### src/rtl/wgsp_pkg.sv
// Shared types, constants and helper functions of the geometry string parser.
package wgsp_pkg;

  // Width at which parsed numbers and edge differences wrap.
  localparam int NUMBER_BITS = 32;
  localparam int OUT_BITS    = 32;
  localparam int SCREEN_BITS = 16;
  localparam int CFG_IDX_W   = 1;

  typedef logic [NUMBER_BITS-1:0] num_t;
  typedef logic [SCREEN_BITS-1:0] screen_t;
  typedef logic [7:0]             char_t;
  typedef logic [CFG_IDX_W-1:0]   cfg_idx_t;

  // Configuration register indexes.
  localparam cfg_idx_t REG_SCREEN_WIDTH  = 1'd0;
  localparam cfg_idx_t REG_SCREEN_HEIGHT = 1'd1;

  // Character codes.
  localparam char_t CH_NUL   = 8'h00;
  localparam char_t CH_EQ    = 8'h3D;
  localparam char_t CH_LX    = 8'h78;
  localparam char_t CH_UX    = 8'h58;
  localparam char_t CH_PLUS  = 8'h2B;
  localparam char_t CH_MINUS = 8'h2D;
  localparam char_t CH_ZERO  = 8'h30;
  localparam char_t CH_NINE  = 8'h39;

  typedef enum logic [10:0] {
    PH_START  = 11'b000_0000_0001,
    PH_FIRST  = 11'b000_0000_0010,
    PH_W_DIG  = 11'b000_0000_0100,
    PH_H_SIGN = 11'b000_0000_1000,
    PH_H_DIG  = 11'b000_0001_0000,
    PH_X_SIGN = 11'b000_0010_0000,
    PH_X_DIG  = 11'b000_0100_0000,
    PH_Y_SIGN = 11'b000_1000_0000,
    PH_Y_DIG  = 11'b001_0000_0000,
    PH_DONE   = 11'b010_0000_0000,
    PH_FAIL   = 11'b100_0000_0000
  } phase_t;

  typedef struct packed {
    logic                       parse_ok;
    logic signed [OUT_BITS-1:0] pos_x;
    logic signed [OUT_BITS-1:0] pos_y;
    logic signed [OUT_BITS-1:0] size_w;
    logic signed [OUT_BITS-1:0] size_h;
  } result_t;

  function automatic logic is_digit(char_t c);
    return (c >= CH_ZERO) && (c <= CH_NINE);
  endfunction

  // Sign-extends (or truncates) a wrapped number into the result field width.
  function automatic logic signed [OUT_BITS-1:0] to_out(num_t v);
    logic signed [63:0] ext;
    ext = 64'(signed'(v));
    return ext[OUT_BITS-1:0];
  endfunction

endpackage

### src/rtl/window_geometry_string_parser.sv
// Top level of the window geometry string parser: input register, parser, result register.
//
// The block takes a geometry string such as "=640x480-10+20" one character per request
// on the in_ channel, terminated by a zero byte. Each terminator produces exactly one
// result request on the out_ channel: a success flag and the x, y, width and height
// values, with -1 for any value that was not given. Other characters produce nothing.
// Offsets written with a minus are counted from the right or bottom edge, using the
// screen_width (index 0) and screen_height (index 1) registers written through the
// cfg_ channel; a zero screen size leaves the offset as parsed. Write the registers
// only while no string is in flight. The cfg_ channel is always ready.
// A terminator waits in the input register until the result register has room, then
// its result is registered there. One character is taken per cycle while there is room,
// and each step of the parser state does a multiply-by-ten as two shifts and two adds.
// If the receiver stalls, the result waits in the output register; one more character
// is still taken into the input register, after which in_ready drops until the result
// leaves. Synchronous reset clears the parser to the start of a string, empties both
// registers and sets both screen sizes to zero.
module window_geometry_string_parser import wgsp_pkg::*; (
  input  logic                       clk,
  input  logic                       rst_n,
  input  logic                       cfg_valid,
  output logic                       cfg_ready,
  input  cfg_idx_t                   cfg_index,
  input  screen_t                    cfg_data,
  input  logic                       in_valid,
  output logic                       in_ready,
  input  char_t                      in_char_code,
  output logic                       out_valid,
  input  logic                       out_ready,
  output logic                       out_parse_ok,
  output logic signed [OUT_BITS-1:0] out_pos_x,
  output logic signed [OUT_BITS-1:0] out_pos_y,
  output logic signed [OUT_BITS-1:0] out_size_w,
  output logic signed [OUT_BITS-1:0] out_size_h
);

  screen_t screen_width_r;
  screen_t screen_height_r;
  logic    char_valid_r;
  char_t   char_r;
  logic    slot_free;
  logic    fire;
  logic    res_valid;
  result_t res_data;
  result_t out_data;

  // Configuration writes are registered and always accepted.
  assign cfg_ready = 1'b1;

  always_ff @(posedge clk) begin
    if (!rst_n) begin
      screen_width_r  <= '0;
      screen_height_r <= '0;
    end else if (cfg_valid) begin
      case (cfg_index)
        REG_SCREEN_WIDTH:  screen_width_r  <= cfg_data;
        REG_SCREEN_HEIGHT: screen_height_r <= cfg_data;
        default: ;
      endcase
    end
  end

  // The held character is processed whenever the result register has room, so a
  // terminator never has to wait for a decision on whether it makes a result.
  assign fire     = char_valid_r && slot_free;
  assign in_ready = !char_valid_r || fire;

  always_ff @(posedge clk) begin
    if (!rst_n) begin
      char_valid_r <= 1'b0;
    end else if (in_valid && in_ready) begin
      char_valid_r <= 1'b1;
    end else if (fire) begin
      char_valid_r <= 1'b0;
    end
  end

  always_ff @(posedge clk) begin
    if (in_valid && in_ready) begin
      char_r <= in_char_code;
    end
  end

  wgsp_parse u_parse (
    .clk           (clk),
    .rst_n         (rst_n),
    .step          (fire),
    .char_code     (char_r),
    .screen_width  (screen_width_r),
    .screen_height (screen_height_r),
    .res_valid     (res_valid),
    .res_data      (res_data)
  );

  wgsp_out_reg u_out_reg (
    .clk       (clk),
    .rst_n     (rst_n),
    .load      (res_valid),
    .load_data (res_data),
    .slot_free (slot_free),
    .out_valid (out_valid),
    .out_ready (out_ready),
    .out_data  (out_data)
  );

  assign out_parse_ok = out_data.parse_ok;
  assign out_pos_x    = out_data.pos_x;
  assign out_pos_y    = out_data.pos_y;
  assign out_size_w   = out_data.size_w;
  assign out_size_h   = out_data.size_h;

  // A result is only ever produced by a terminator character.
  a_result_on_nul: assert property (@(posedge clk) disable iff (!rst_n)
    res_valid |-> (char_r == CH_NUL))
    else $error("result produced by a non-terminator character");

  // A held character that was not processed must still be held next cycle.
  a_char_kept: assert property (@(posedge clk) disable iff (!rst_n)
    (char_valid_r && !fire) |=> char_valid_r)
    else $error("held character lost before processing");

  // A new result appears only after a processed character.
  a_out_from_step: assert property (@(posedge clk) disable iff (!rst_n)
    $rose(out_valid) |-> $past(fire))
    else $error("result appeared without a processing step");

  // Reset empties the result register.
  a_reset_empty: assert property (@(posedge clk)
    !rst_n |=> !out_valid)
    else $error("result register not empty after reset");

endmodule

### src/rtl/wgsp_parse.sv
// Parser state registers and the per-character next-state logic.
module wgsp_parse import wgsp_pkg::*; (
  input  logic    clk,
  input  logic    rst_n,
  input  logic    step,
  input  char_t   char_code,
  input  screen_t screen_width,
  input  screen_t screen_height,
  output logic    res_valid,
  output result_t res_data
);

  phase_t phase_r, phase_nxt;
  num_t   acc_r, acc_nxt;
  logic   neg_r, neg_nxt;
  logic   far_r, far_nxt;
  num_t   w_r, h_r, x_r, y_r;
  num_t   w_nxt, h_nxt, x_nxt, y_nxt;

  logic   dig, is_minus, is_pm;
  num_t   dig_val, acc_add, taken;
  num_t   x_base, y_base, x_edge0, y_edge0, x_edge, y_edge;
  logic   after_w, after_h, after_x, after_y;
  logic   emit, emit_ok;

  assign dig      = is_digit(char_code);
  assign is_minus = (char_code == CH_MINUS);
  assign is_pm    = (char_code == CH_PLUS) || is_minus;
  assign dig_val  = {{(NUMBER_BITS-4){1'b0}}, char_code[3:0]};
  assign acc_add  = (acc_r << 3) + (acc_r << 1) + dig_val;
  assign taken    = neg_r ? (num_t'(0) - acc_r) : acc_r;

  // Offsets after a minus count from the far edge when the screen size is known.
  assign x_base  = NUMBER_BITS'(screen_width);
  assign y_base  = NUMBER_BITS'(screen_height);
  assign x_edge  = (far_r && (screen_width  != '0)) ? (x_base - taken) : taken;
  assign y_edge  = (far_r && (screen_height != '0)) ? (y_base - taken) : taken;
  assign x_edge0 = (far_r && (screen_width  != '0)) ? x_base : '0;
  assign y_edge0 = (far_r && (screen_height != '0)) ? y_base : '0;

  always_comb begin
    phase_nxt = phase_r;
    acc_nxt   = acc_r;
    neg_nxt   = neg_r;
    far_nxt   = far_r;
    w_nxt     = w_r;
    h_nxt     = h_r;
    x_nxt     = x_r;
    y_nxt     = y_r;
    after_w   = 1'b0;
    after_h   = 1'b0;
    after_x   = 1'b0;
    after_y   = 1'b0;
    emit      = 1'b0;
    emit_ok   = 1'b0;

    case (phase_r)
      PH_START, PH_FIRST: begin
        if ((phase_r == PH_START) && (char_code == CH_EQ)) begin
          phase_nxt = PH_FIRST;
        end else if (char_code == CH_NUL) begin
          emit = 1'b1;
        end else if (dig) begin
          acc_nxt   = dig_val;
          neg_nxt   = 1'b0;
          phase_nxt = PH_W_DIG;
        end else begin
          after_w = 1'b1;
        end
      end
      PH_W_DIG: begin
        if (dig) begin
          acc_nxt = acc_add;
        end else begin
          w_nxt   = taken;
          acc_nxt = '0;
          neg_nxt = 1'b0;
          after_w = 1'b1;
        end
      end
      PH_H_SIGN, PH_X_SIGN, PH_Y_SIGN: begin
        acc_nxt = '0;
        neg_nxt = 1'b0;
        if (is_minus) begin
          neg_nxt = 1'b1;
        end else if (dig) begin
          acc_nxt = dig_val;
        end
        if (is_minus || dig) begin
          case (phase_r)
            PH_H_SIGN: phase_nxt = PH_H_DIG;
            PH_X_SIGN: phase_nxt = PH_X_DIG;
            default:   phase_nxt = PH_Y_DIG;
          endcase
        end else begin
          // No digits: the number reads zero.
          case (phase_r)
            PH_H_SIGN: begin
              h_nxt   = '0;
              after_h = 1'b1;
            end
            PH_X_SIGN: begin
              x_nxt   = x_edge0;
              after_x = 1'b1;
            end
            default: begin
              y_nxt   = y_edge0;
              after_y = 1'b1;
            end
          endcase
        end
      end
      PH_H_DIG, PH_X_DIG, PH_Y_DIG: begin
        if (dig) begin
          acc_nxt = acc_add;
        end else begin
          acc_nxt = '0;
          neg_nxt = 1'b0;
          case (phase_r)
            PH_H_DIG: begin
              h_nxt   = taken;
              after_h = 1'b1;
            end
            PH_X_DIG: begin
              x_nxt   = x_edge;
              after_x = 1'b1;
            end
            default: begin
              y_nxt   = y_edge;
              after_y = 1'b1;
            end
          endcase
        end
      end
      PH_DONE: begin
        if (char_code == CH_NUL) begin
          emit    = 1'b1;
          emit_ok = 1'b1;
        end
      end
      default: begin
        if (char_code == CH_NUL) begin
          emit = 1'b1;
        end else begin
          phase_nxt = PH_FAIL;
        end
      end
    endcase

    if (after_w) begin
      if ((char_code == CH_LX) || (char_code == CH_UX)) begin
        phase_nxt = PH_H_SIGN;
      end else begin
        after_h = 1'b1;
      end
    end
    if (after_h || after_x) begin
      if (char_code == CH_NUL) begin
        emit    = 1'b1;
        emit_ok = 1'b1;
      end else if (is_pm) begin
        far_nxt   = is_minus;
        phase_nxt = after_x ? PH_Y_SIGN : PH_X_SIGN;
      end else begin
        phase_nxt = PH_FAIL;
      end
    end
    if (after_y) begin
      if (char_code == CH_NUL) begin
        emit    = 1'b1;
        emit_ok = 1'b1;
      end else begin
        phase_nxt = PH_DONE;
      end
    end
  end

  assign res_valid         = step && emit;
  assign res_data.parse_ok = emit_ok;
  assign res_data.pos_x    = to_out(x_nxt);
  assign res_data.pos_y    = to_out(y_nxt);
  assign res_data.size_w   = to_out(w_nxt);
  assign res_data.size_h   = to_out(h_nxt);

  always_ff @(posedge clk) begin
    if (!rst_n || (step && emit)) begin
      phase_r <= PH_START;
      acc_r   <= '0;
      neg_r   <= 1'b0;
      far_r   <= 1'b0;
      w_r     <= '1;
      h_r     <= '1;
      x_r     <= '1;
      y_r     <= '1;
    end else if (step) begin
      phase_r <= phase_nxt;
      acc_r   <= acc_nxt;
      neg_r   <= neg_nxt;
      far_r   <= far_nxt;
      w_r     <= w_nxt;
      h_r     <= h_nxt;
      x_r     <= x_nxt;
      y_r     <= y_nxt;
    end
  end

endmodule

### src/rtl/wgsp_out_reg.sv
// Result register with valid and ready toward the receiver.
module wgsp_out_reg import wgsp_pkg::*; (
  input  logic    clk,
  input  logic    rst_n,
  input  logic    load,
  input  result_t load_data,
  output logic    slot_free,
  output logic    out_valid,
  input  logic    out_ready,
  output result_t out_data
);

  logic    valid_r;
  result_t data_r;

  assign slot_free = !valid_r || out_ready;
  assign out_valid = valid_r;
  assign out_data  = data_r;

  always_ff @(posedge clk) begin
    if (!rst_n) begin
      valid_r <= 1'b0;
    end else if (load) begin
      valid_r <= 1'b1;
    end else if (out_ready) begin
      valid_r <= 1'b0;
    end
  end

  always_ff @(posedge clk) begin
    if (load) begin
      data_r <= load_data;
    end
  end

endmodule

### config.mk
export PLATFORM = sky130hd
export DESIGN_NAME = window_geometry_string_parser
export DESIGN_NICKNAME = d
export VERILOG_FILES = /design/src/rtl/wgsp_pkg.sv /design/src/rtl/window_geometry_string_parser.sv /design/src/rtl/wgsp_parse.sv /design/src/rtl/wgsp_out_reg.sv
export SDC_FILE = /design/constraint.sdc
export NUM_CORES = 1
export LEC_CHECK = 0
export BUFFER_PORTS_ARGS = -buffer_cell sky130_fd_sc_hd__clkbuf_2
export CORE_MARGIN = 3
export CORE_UTILIZATION = 55
export DETAILED_ROUTE_END_ITERATION = 6
export PLACE_DENSITY = 0.76
export SLEW_MARGIN = 20
export SYNTH_ARGS = -nofsm -noshare
export SYNTH_HDL_FRONTEND = slang
export SYNTH_SLANG_ARGS = --single-unit
### constraint.sdc
create_clock -name clk -period 11.1 [get_ports clk]
set_input_delay 2.22 -clock clk [delete_from_list [all_inputs] [get_ports clk]]
set_output_delay 2.22 -clock clk [all_outputs]
set_load 0.02 [all_outputs]
==> reports/qor.csv, run 1 <==
stage,metric,value,unit
layout,drive_above_1_share,13.0,%
synthesis,async_flop_share,0,%
synthesis,synth_xor_area_share,6.64,%
placement,dpl.hpwl,39400,um
synthesis,synthAdderAreaFrac,5.51,%
synthesis,syn-cell-area,19100,um^2
clock_network,clk_latency,550,ps
synthesis,ys_types,96,
clock_network,clkSinkCount,344,
die,rows,67,
synthesis,ys_seq_area_share,43.1,%
die,core-area,34000,um^2
worst_setup_path,crit_arrival,5810,ps
route,viasPerCell,6.25,
synthesis,synthSimpleGateAreaFrac,18.4,%
route,dr.pass1.iters,6,
clock_network,cts_tree,yes,
layout,n_antenna_cell,0,
route,routed_wl,56700,um
synthesis,syn_inst,2223,
synthesis,ys_ff_latch,344,
sta,finalSetupViolations,0,
global_route,grt_usage,30.0,%
clock_network,cts_resized,0,
route,first_iter_violations,1912,
placement,postPlaceCellArea,20300,um^2
die,die_area,37100,um^2
sta,max-slew-margin-rel,23.5,%
flow_run,drv_cap,0,
layout,syn_to_final_growth,12.6,%
route,route.vias.total,17470,
clock_network,clockBufferDepth,3,
clock_network,cts_hold_buf,0,
layout,mostFrequentLayoutCell,nand2_1,
clock_network,clk_pin_slew,60,ps
worst_setup_path,end_kind,register,
worst_setup_path,setup.worst_path.class,register to register,
sta,hold_viol_final,0,
route,wire_per_inst,20.3,um
layout,stdcell_area,21600,um^2
route,drtAntennaViolNets,0,
sta,tns,0,ps
synthesis,synth_flop_cell,dfxtp_1,
power_and_ir_drop,ir_drop,0.123,mV
synthesis,synthMuxAreaShare,0.327,%
outcome,status,"finished, final reports clean",
sta,min_period_over_period,49.7,%
global_route,antenna_found_initial,1,
route,route.detailed.drc,0,
synthesis,ys_warn_count,0,
sta,rsz0062_at_grt,false,
global_route,grt_pass1_wl,88200,um
clock_network,cts_buffers,38,
synthesis,avgSynthCellArea,8.61,um^2
synthesis,synth_edf_count,137,
layout,post-route-util,63.5,%
placement,io_buffers,160,
synthesis,synth_compound_area_share,21.8,%
sta,finalMaxSlewViolations,0,
synthesis,synth_top_family_by_area,compound AO/OA/AOI/OAI gates,
clock_network,root_buffer,clkbuf_16,
clock_network,htreeDepth,2,
die,start_util,56.4,%
die,die_y,193,um
sta,min_period,5520,ps
worst_setup_path,setup.worst_path.start_class,register,
global_route,grt_pass1_vias,16394,
die,die_w,193,um
global_route,grt_max_degree,87,
global_route,globalRouteOverflowTotal,0,
sta,timing.hold.ws,468,ps
layout,final_cell_mix,"nand2_1 (301), nor2_1 (220), dfxtp_1 (207)",
die,ioPinCount,162,
power_and_ir_drop,power_leakage,8.90,nW
power_and_ir_drop,power,2.89,mW
placement,place.gp.congestion,0.956,
power_and_ir_drop,power_density,134,nW/um^2
synthesis,syn_nets,2326,
layout,fin_nets,2422,
clock_network,post_cts_buffers,0,
sta,skew,28.9,ps
worst_setup_path,cp.required,11380,ps
sta,fmax,181,MHz
hold_path,hold_class,register to register,
worst_setup_path,path_max_fanout,14,
sta,tightest_slew,1140,ps
stage by stage:
stage          std cells  setup WS [ps]
5_1_grt             2797           5230
3_5_place_dp        2727           5420
4_1_cts             2797           5690
6_report            2797           5580
3_3_place_gp        2727           5490
2_1_floorplan       2223           4940
kinds of logic (layout without fill, tap and decap cells):
kind of cell	Yosys count	count (layout)
compound gates	663	663
xor+xnor	142	142
fa+ha+maj	84	84
buf+inv	205	331
flops	344	344
mux	6	6
other cells	1	1
simple gates	778	778
cell usage after synthesis (all sizes together), types with 6 or more instances:
cell type,count,area (um^2)
nand3,60,300
o32a,7,70.1
clkbuf,119,447
nand2,303,1140
nor3,46,230
a22oi,46,345
xor2,64,576
nor4b,6,52.6
a31oi,19,119
o21ai,211,1060
o31ai,12,146
inv,62,233
o41ai,10,121
a211oi,14,118
or4,11,86.3
nor4,20,155
and2,26,163
maj3,11,111
a21oi,195,980
ha,69,863
or3,9,56.3
nor2b,16,100
a41oi,8,70.1
a221oi,8,70.1
a21o,31,234
nand2b,8,50.1
dfxtp,207,4140
edfxtp,137,4110
xnor2,77,674
buf,24,109
nand4,7,43.8
o211ai,39,293
and3,14,87.6
nor2,226,851
final timing paths:
| path | startpoint | endpoint | slack, ps | cells after the start |
|---|---|---|---|---|
| worst min register to register | u_parse.x_r[4]$_SDFFE_PP1P_ | u_parse.x_r[4]$_SDFFE_PP1P_ | 470 | 2 |
| worst max-delay path | u_parse.acc_r[0]$_SDFFE_PP0P_ | u_out_reg.out_data[85]$_DFFE_PP_ | 5580 | 18 |
| worst min-delay path | u_parse.x_r[4]$_SDFFE_PP1P_ | u_parse.x_r[4]$_SDFFE_PP1P_ | 470 | 2 |
| worst max register to register | u_parse.acc_r[0]$_SDFFE_PP0P_ | u_out_reg.out_data[85]$_DFFE_PP_ | 5580 | 18 |
flip-flops by register name (all words and copies together) (netlist names):
name                 flops
u_out_reg.out_data     129
u_parse.acc_r           32
u_parse.h_r             32
u_parse.w_r             32
u_parse.x_r             32
u_parse.y_r             32
screen_height_r         16
screen_width_r          16
u_parse.phase_r         11
char_r                   8
char_valid_r             1
u_out_reg.out_valid      1
u_parse.far_r            1
u_parse.neg_r            1
critical path, cell delays in order, from the launching register on:
cell	delay, ps
dfxtp_1	780
inv_1	170
ha_1	330
nand2_1	50
o21ai_0	360
inv_1	280
ha_1	360
nor2b_1	120
o21ai_0	100
a2bb2o_1	330
a2111oi_0	600
nor4_1	160
o211ai_1	450
o21ai_1	180
a21oi_1	310
a21o_1	200
a41oi_1	150
xor2_1	260
o21ai_1	90
layout make-up:
type	count	area, um^2
inverter	62	235
timing repair buffer	199	1090
multi-input combinational	1674	10100
fill	2856	12400
sequential	344	8260
clock buffer	48	1030
clock inverter	22	246
tap	448	561
layer usage:
| metal | track usage [%] | wire (um) | share of wire (%) | vias up |
|---|---|---|---|---|
| li1 | - | - | - | 8188 |
| met1 | 41.9 | 24100 | 43 | 8224 |
| met2 | 47.0 | 25200 | 44 | 899 |
| met3 | 4.49 | 5270 | 9.3 | 159 |
| met4 | 11.6 | 2130 | 3.8 | 0 |
| met5 | 0 | 0 | 0 | - |
where the power goes:
group	internal [mW]	switching (mW)	leakage, nW
registers	1.33	0.0274	2.87
clock network	0.758	0.535	0.613
logic	0.0883	0.152	5.42
No activity file was read; power rests on OpenSTA's default activity.
==> run 2, diff against run 1 <==
- PLACE_DENSITY: 0.76 -> 0.79
- clock period: 11.1 -> 5 ns (I/O delays scaled with it)
==> run 2 against run 1 <==
  * The flow now finishes with violations (DRC)
  * Die area stayed put
  * Clock power is 130% higher
  * Sequential share of layout area is 0.45 points lower
  * Fmax is 20% higher
  * Non-clock buffer count is 29 higher
  * Flip-flop and latch count stayed put
  * Hold slack better by 5.1 ps
  * Global-route usage is 1.2 points higher
  * Final area is 1.2% higher
  * Clock-buffer cell count is 3 lower
  * First-iteration DRC count is 5.9% higher
  * Wire length is 2.7% higher
==> reports/qor.csv, run 2 (synthesis results as in run 1) <==
stage,metric,value,unit,change
clock_network,htreeDepth,2,,unchanged
sta,timing.hold.ws,473,ps,+5.05 ps
layout,drive_above_1_share,14.1,%,+1.1 points
clock_network,clk_pin_slew,60,ps,about the same
worst_setup_path,cp.required,5290,ps,-6090 ps
die,ioPinCount,162,,unchanged
sta,tns,0,ps,unchanged
route,first_iter_violations,2024,,+5.9%
clock_network,cts_tree,yes,,
sta,rsz0062_at_grt,false,,
die,die_y,193,um,unchanged
clock_network,clk_latency,550,ps,about the same
route,viasPerCell,6.29,,+0.64%
clock_network,root_buffer,clkbuf_16,,
power_and_ir_drop,power_leakage,9.06,nW,+1.9%
placement,placed_cells,2756,,+1.1%
sta,fmax,217,MHz,+20%
sta,finalSetupViolations,0,,unchanged
global_route,grt_pass1_wl,91600,um,+3.8%
placement,place.gp.congestion,0.986,,+3.1%
global_route,globalRouteOverflowTotal,0,,unchanged
sta,finalMaxSlewViolations,0,,unchanged
worst_setup_path,cp_cell_sequence,inv_1 -> ha_1 -> nand2_1 -> o21ai_0 -> buf_4 -> inv_1 -> ha_1 -> nor2b_1 -> o21ai_0 -> a2bb2o_1 -> a2111oi_0 -> nor4_1 -> o211ai_1 -> o21ai_1 -> a21oi_1 -> a21o_1 -> a41oi_1 -> xor2_1 -> o21ai_1,,
placement,postPlaceCellArea,20500,um^2,+1.1%
layout,largest_reg_flops,129,,unchanged
sta,hold_viol_final,0,,unchanged
layout,final_cell_mix,"nand2_1 (301), nor2_1 (222), dfxtp_1 (207)",,
route,route.vias.total,17746,,+1.6%
sta,min_period,4600,ps,-919 ps
sta,max-slew-margin-rel,25.3,%,+1.7 points
power_and_ir_drop,ir_drop,0.314,mV,+160%
layout,syn_to_final_growth,13.9,%,
die,rows,67,,unchanged
die,die_w,193,um,unchanged
placement,dpl.hpwl,41300,um,+4.9%
clock_network,clkSinkCount,344,,unchanged
worst_setup_path,slowest_delay,740,ps,-40 ps
flow_run,drv_cap,0,,unchanged
global_route,grt_pass1_vias,16897,,+3.1%
worst_setup_path,setup.worst_path.class,register to register,,
hold_path,hold_class,register to register,,
clock_network,cts_resized,0,,unchanged
clock_network,post_cts_buffers,0,,unchanged
sta,min_period_over_period,92.1,%,+42 points
die,die_area,37100,um^2,unchanged
layout,fin_nets,2450,,+1.2%
layout,n_antenna_cell,0,,unchanged
worst_setup_path,path_max_fanout,5,,-9
layout,stdcell_area,21800,um^2,+1.2%
route,dr.pass1.iters,7,,+1
die,core-area,34000,um^2,unchanged
placement,io_buffers,160,,unchanged
route,wire_per_inst,20.6,um,+1.8%
route,routed_wl,58300,um,+2.7%
global_route,antenna_found_initial,0,,-1
worst_setup_path,cpMaxStageDelayCell,a2111oi_0,,
global_route,grt_usage,31.2,%,+1.2 points
route,route.detailed.drc,1,,+1
die,start_util,56.4,%,unchanged
worst_setup_path,crit_arrival,4890,ps,-920 ps
clock_network,cts_hold_buf,0,,unchanged
power_and_ir_drop,power_density,299,nW/um^2,+120%
outcome,status,"finished, violations left",,
worst_setup_path,end_kind,register,,
sta,tightest_slew,1110,ps,-31.7 ps
route,drtAntennaViolNets,0,,unchanged
global_route,grt_max_degree,87,,unchanged
sta,skew,22.3,ps,-6.58 ps
outcome,violations,DRC,,
power_and_ir_drop,power,6.53,mW,+130%
clock_network,clockBufferDepth,3,,unchanged
layout,finalNonFillerCells,2823,,+0.93%
worst_setup_path,setup.worst_path.start_class,register,,
clock_network,cts_buffers,37,,-2.6%
layout,mostFrequentLayoutCell,nand2_1,,
==> run 2: cell types whose count changed in the layout (fill, tap and decap cells not counted), moves of 3 or more <==
cell	change
clkinvlp_4	-3
inv_6	+3
bufinv_16	+3
buf_4	+29
clkbuf_1	-3
==> run 2: metrics by stage <==
stage	setup slack [ps]	utilization [%]
4_1_cts	401	64.2
5_1_grt	59.9	64.3
3_3_place_gp	565	60.4
2_1_floorplan	61.0	-
6_report	397	64.3
3_5_place_dp	442	60.4
==> run 2: area by class of cell <==
cell class,instances,area [um^2]
Clock buffer,45,1000
Clock inverter,22,309
Fill cell,2800,12100
Inverter,62,235
Multi-Input combinational cell,1674,10100
Sequential cell,344,8260
Tap cell,448,561
Timing Repair Buffer,228,1310
==> run 2: path summary, 6_finish.rpt <==
kind	from	to	slack (ps)	depth (start not counted)
worst max-delay path	u_parse.acc_r[1]$_SDFFE_PP0P_	u_out_reg.out_data[85]$_DFFE_PP_	400	19
worst min-delay path	u_parse.y_r[0]$_SDFFE_PP1P_	u_parse.y_r[0]$_SDFFE_PP1P_	470	2
worst max register to register	u_parse.acc_r[1]$_SDFFE_PP0P_	u_out_reg.out_data[85]$_DFFE_PP_	400	19
worst min register to register	u_parse.y_r[0]$_SDFFE_PP1P_	u_parse.y_r[0]$_SDFFE_PP1P_	470	2
==> run 2: where the power goes <==
part,leakage [nW],switching (mW),total [mW],internal (mW)
Combinational,5.55,0.349,0.552,0.203
Sequential,2.87,0.0553,3.00,2.95
Clock,0.642,1.17,2.97,1.80
Total,9.06,1.57,6.53,4.96
==> run 2: critical path, delay by kind of cell (launching register included) <==
kind / cells / cell delay [ps]
buf+inv: 3 / 370
simple gates: 3 / 360
fa+ha+maj: 2 / 560
xor+xnor: 1 / 230
flops: 1 / 320
compound gates: 10 / 2530
==> run 2: metal layers <==
metal	global-route usage (%)	vias up	share of wire (%)	routed length [um]
li1	-	8230	-	-
met1	42.3	8428	42	24200
met2	49.3	933	45	26300
met3	5.56	155	9.3	5420
met4	13.0	0	4.0	2340
met5	0	-	0	0
==> run 3, diff against run 2 <==
- MAX_ROUTING_LAYER: unset -> met4
- PLACE_DENSITY: 0.79 -> 0.77
==> run 3 against run 2 <==
  * Critical path type unchanged
  * Clock skew fell by 1.9 ps
  * Critical endpoint is now u_out_reg.out_data[116]$_DFFE_PP_
  * Non-clock buffer count is 5 higher
  * Utilization fell by 0.25 points
  * Power fell by 4.2%
  * Combinational power barely moved
  * Global-route usage up 0.19 points
  * Sequential power about the same
  * Hold slack worse by 2.6 ps
  * The flow now finishes without violations
==> reports/qor.csv, run 3 (synthesis results as in run 1) <==
stage,metric,value,unit,change
clock_network,clk_latency,540,ps,about the same
route,first_iter_violations,2117,,+4.6%
power_and_ir_drop,seq_power_share,48.0,%,+2.0 points
die,die_y,193,um,unchanged
hold_path,hold_start,u_parse.x_r[7]$_SDFFE_PP1P_,,
global_route,grt_pass1_wl,89500,um,-2.3%
worst_setup_path,reg2reg_from,u_parse.neg_r$_SDFFE_PP0P_,,
worst_setup_path,slowest_delay,560,ps,-180 ps
worst_setup_path,setup.worst_path.start_class,register,,
global_route,use_met3,5.74,%,+0.18 points
clock_network,clockBufferDepth,3,,unchanged
power_and_ir_drop,netSwitchingPower,1.52,mW,-3.1%
layout,nFillCells,2840,,+1.4%
sta,hold_viol_final,0,,unchanged
sta,min_period,4530,ps,-71.4 ps
clock_network,root_buffer,clkbuf_16,,
worst_setup_path,cp.required,5250,ps,-40 ps
layout,fin_nets,2455,,+0.20%
layout,largest_reg_flops,129,,unchanged
die,die_w,193,um,unchanged
layout,stdcell_area,21700,um^2,-0.38%
clock_network,htreeDepth,2,,unchanged
clock_network,cts_resized,0,,unchanged
worst_setup_path,critical-path-top-delay-family,adder cells,,
power_and_ir_drop,ir_drop,0.280,mV,-11%
sta,min_period_over_period,90.6,%,-1.4 points
worst_setup_path,rrSetupSlack,470,ps,+70 ps
global_route,grt_usage,31.4,%,+0.19 points
layout,final_cell_mix,"nand2_1 (301), nor2_1 (222), dfxtp_1 (207)",,
layout,mostFrequentLayoutCell,nand2_1,,
worst_setup_path,worstRegToRegCells,16,,-3
layout,syn_to_final_growth,13.5,%,
route,route.detailed.drc,0,,-1
die,core-area,34000,um^2,unchanged
clock_network,cts_tree,yes,,
clock_network,cts_buffers,37,,unchanged
die,die_area,37100,um^2,unchanged
worst_setup_path,cpMaxStageDelayCell,dfxtp_1,,
power_and_ir_drop,power.share.clock,43.2,%,-2.3 points
worst_setup_path,cp_cell_sequence,inv_1 -> nor2_1 -> xnor2_1 -> ha_1 -> inv_1 -> o21ai_0 -> maj3_1 -> maj3_1 -> maj3_1 -> a21oi_1 -> a32o_1 -> o31ai_4 -> inv_2 -> o21ai_1 -> xnor2_1 -> o21ai_1,,
placement,io_buffers,160,,unchanged
global_route,grt_max_degree,130,,+49%
hold_path,min_to,u_parse.x_r[7]$_SDFFE_PP1P_,,
die,start_util,56.4,%,unchanged
sta,skew,20.5,ps,-1.87 ps
route,wire_per_inst,20.2,um,-2.0%
hold_path,min_path_cells,2,,unchanged
global_route,grt.busiest_layer,met2,,
worst_setup_path,setup.worst_path.class,register to register,,
global_route,globalRouteOverflowTotal,0,,unchanged
layout,post-route-util,64.0,%,-0.25 points
flow_run,drv_cap,0,,unchanged
sta,finalSetupViolations,0,,unchanged
layout,seq_area,8260,um^2,unchanged
layout,drive_above_1_share,14.0,%,-0.11 points
clock_network,clkSinkCount,344,,unchanged
worst_setup_path,r2r-end,u_out_reg.out_data[116]$_DFFE_PP_,,
die,ioPinCount,162,,unchanged
route,route.vias.total,17535,,-1.2%
layout,multi_input_comb_area,10100,um^2,about the same
global_route,grt_use_met1,41.7,%,-0.55 points
sta,finalMaxSlewViolations,0,,unchanged
global_route,met2_usage,48.5,%,-0.82 points
placement,postPlaceCellArea,20500,um^2,+0.24%
clock_network,post_cts_buffers,0,,unchanged
worst_setup_path,crit_top_cell,maj3_1,,
worst_setup_path,cp_num_buf_inv,3,,unchanged
worst_setup_path,crit_arrival,4790,ps,-100 ps
hold_path,hold_class,register to register,,
clock_network,clk_pin_slew,60,ps,about the same
route,routed_wl,57200,um,-1.8%
worst_setup_path,end_kind,register,,
power_and_ir_drop,power,6.25,mW,-4.2%
global_route,antenna_found_initial,1,,+1
route,drtAntennaViolNets,0,,unchanged
placement,dpl.hpwl,40900,um,-1.1%
sta,rsz0062_at_grt,false,,
sta,fmax,221,MHz,+1.6%
sta,tns,0,ps,unchanged
sta,max-slew-margin-rel,22.3,%,-3.0 points
power_and_ir_drop,power_leakage,9.02,nW,-0.49%
power_and_ir_drop,p_int,4.73,mW,-4.5%
clock_network,cts_hold_buf,0,,unchanged
route,dr.pass1.iters,6,,-1
global_route,grt_pass1_vias,16372,,-3.1%
outcome,status,"finished, final reports clean",,
worst_setup_path,path_max_fanout,12,,+7
power_and_ir_drop,switching_share,24.4,%,+0.28 points
sta,tightest_slew,1160,ps,+44.0 ps
die,rows,67,,unchanged
route,viasPerCell,6.20,,-1.4%
placement,place.gp.congestion,1.03,,+4.3%
power_and_ir_drop,power_density,288,nW/um^2,-3.8%
power_and_ir_drop,p_comb_share,8.8,%,+0.3 points
run 3: cell count changes in the layout (fill, tap and decap cells not counted):
cell        change
clkbuf_8        +1
bufinv_16       -4
buf_12          +1
clkinvlp_4      +1
inv_8           -1
a311oi_1        +1
buf_4           +4
a311oi_2        -1
clkbuf_1        +5
clkbuf_16       -1
diode_2         +1
inv_6           -2
clkinv_1        +1
run 3: worst max path at each step:
stage	start	endpoint	slack, ps	cells after the start
floorplan	out_ready	u_parse.acc_r[30]$_SDFFE_PP0P_	60	8
global placement	u_parse.acc_r[2]$_SDFFE_PP0P_	u_parse.acc_r[31]$_SDFFE_PP0P_	610	14
detailed placement	u_parse.acc_r[0]$_SDFFE_PP0P_	u_out_reg.out_data[90]$_DFFE_PP_	490	18
CTS	u_parse.acc_r[0]$_SDFFE_PP0P_	u_out_reg.out_data[82]$_DFFE_PP_	470	18
global route	u_parse.neg_r$_SDFFE_PP0P_	u_out_reg.out_data[82]$_DFFE_PP_	120	16
finish	u_parse.neg_r$_SDFFE_PP0P_	u_out_reg.out_data[116]$_DFFE_PP_	470	16
run 3: final cells by class:
cell class                 count  area share [%]
inverter                      62            1.08
multi-input combinational   1674            46.6
clock buffer                  50            4.64
antenna                        1          0.0115
clock inverter                17           0.789
sequential                   344            38.0
timing repair buffer         233            6.26
tap                          448            2.58
run 3: power by group through the flow:
stage	combinational, mW	sequential, mW	clock, mW
2_1_floorplan	0.417	3.03	0
3_3_place_gp	0.526	3.06	0
3_5_place_dp	0.538	3.06	0
4_1_cts	0.541	3.00	2.74
5_1_grt	0.607	3.01	2.85
6_report	0.550	3.00	2.70
run 3: metrics by stage:
stage	hold WS (ps)	instances	setup slack (ps)
finish	471	2829	468
global route	497	2829	119
detailed placement	457	2761	493
floorplan	437	2223	61.0
CTS	469	2828	465
global placement	447	2761	608
run 3: worst register-to-register path: cells and delay by family (launching register included):
kind	cells	cell delay, ps
XOR/XNOR	2	540
AO/OA/AOI/OAI	6	1200
AND/OR/NAND/NOR	1	160
adder cells (fa/ha/maj)	4	1530
buffers and inverters	3	270
flip-flops	1	560
run 3: metal layers:
metal / vias to the layer above / share of wire (%)
li1: 8260 / -
met4: 0 / 3.2
met1: 8277 / 42
met3: 134 / 9.1
met5: - / 0
met2: 864 / 45
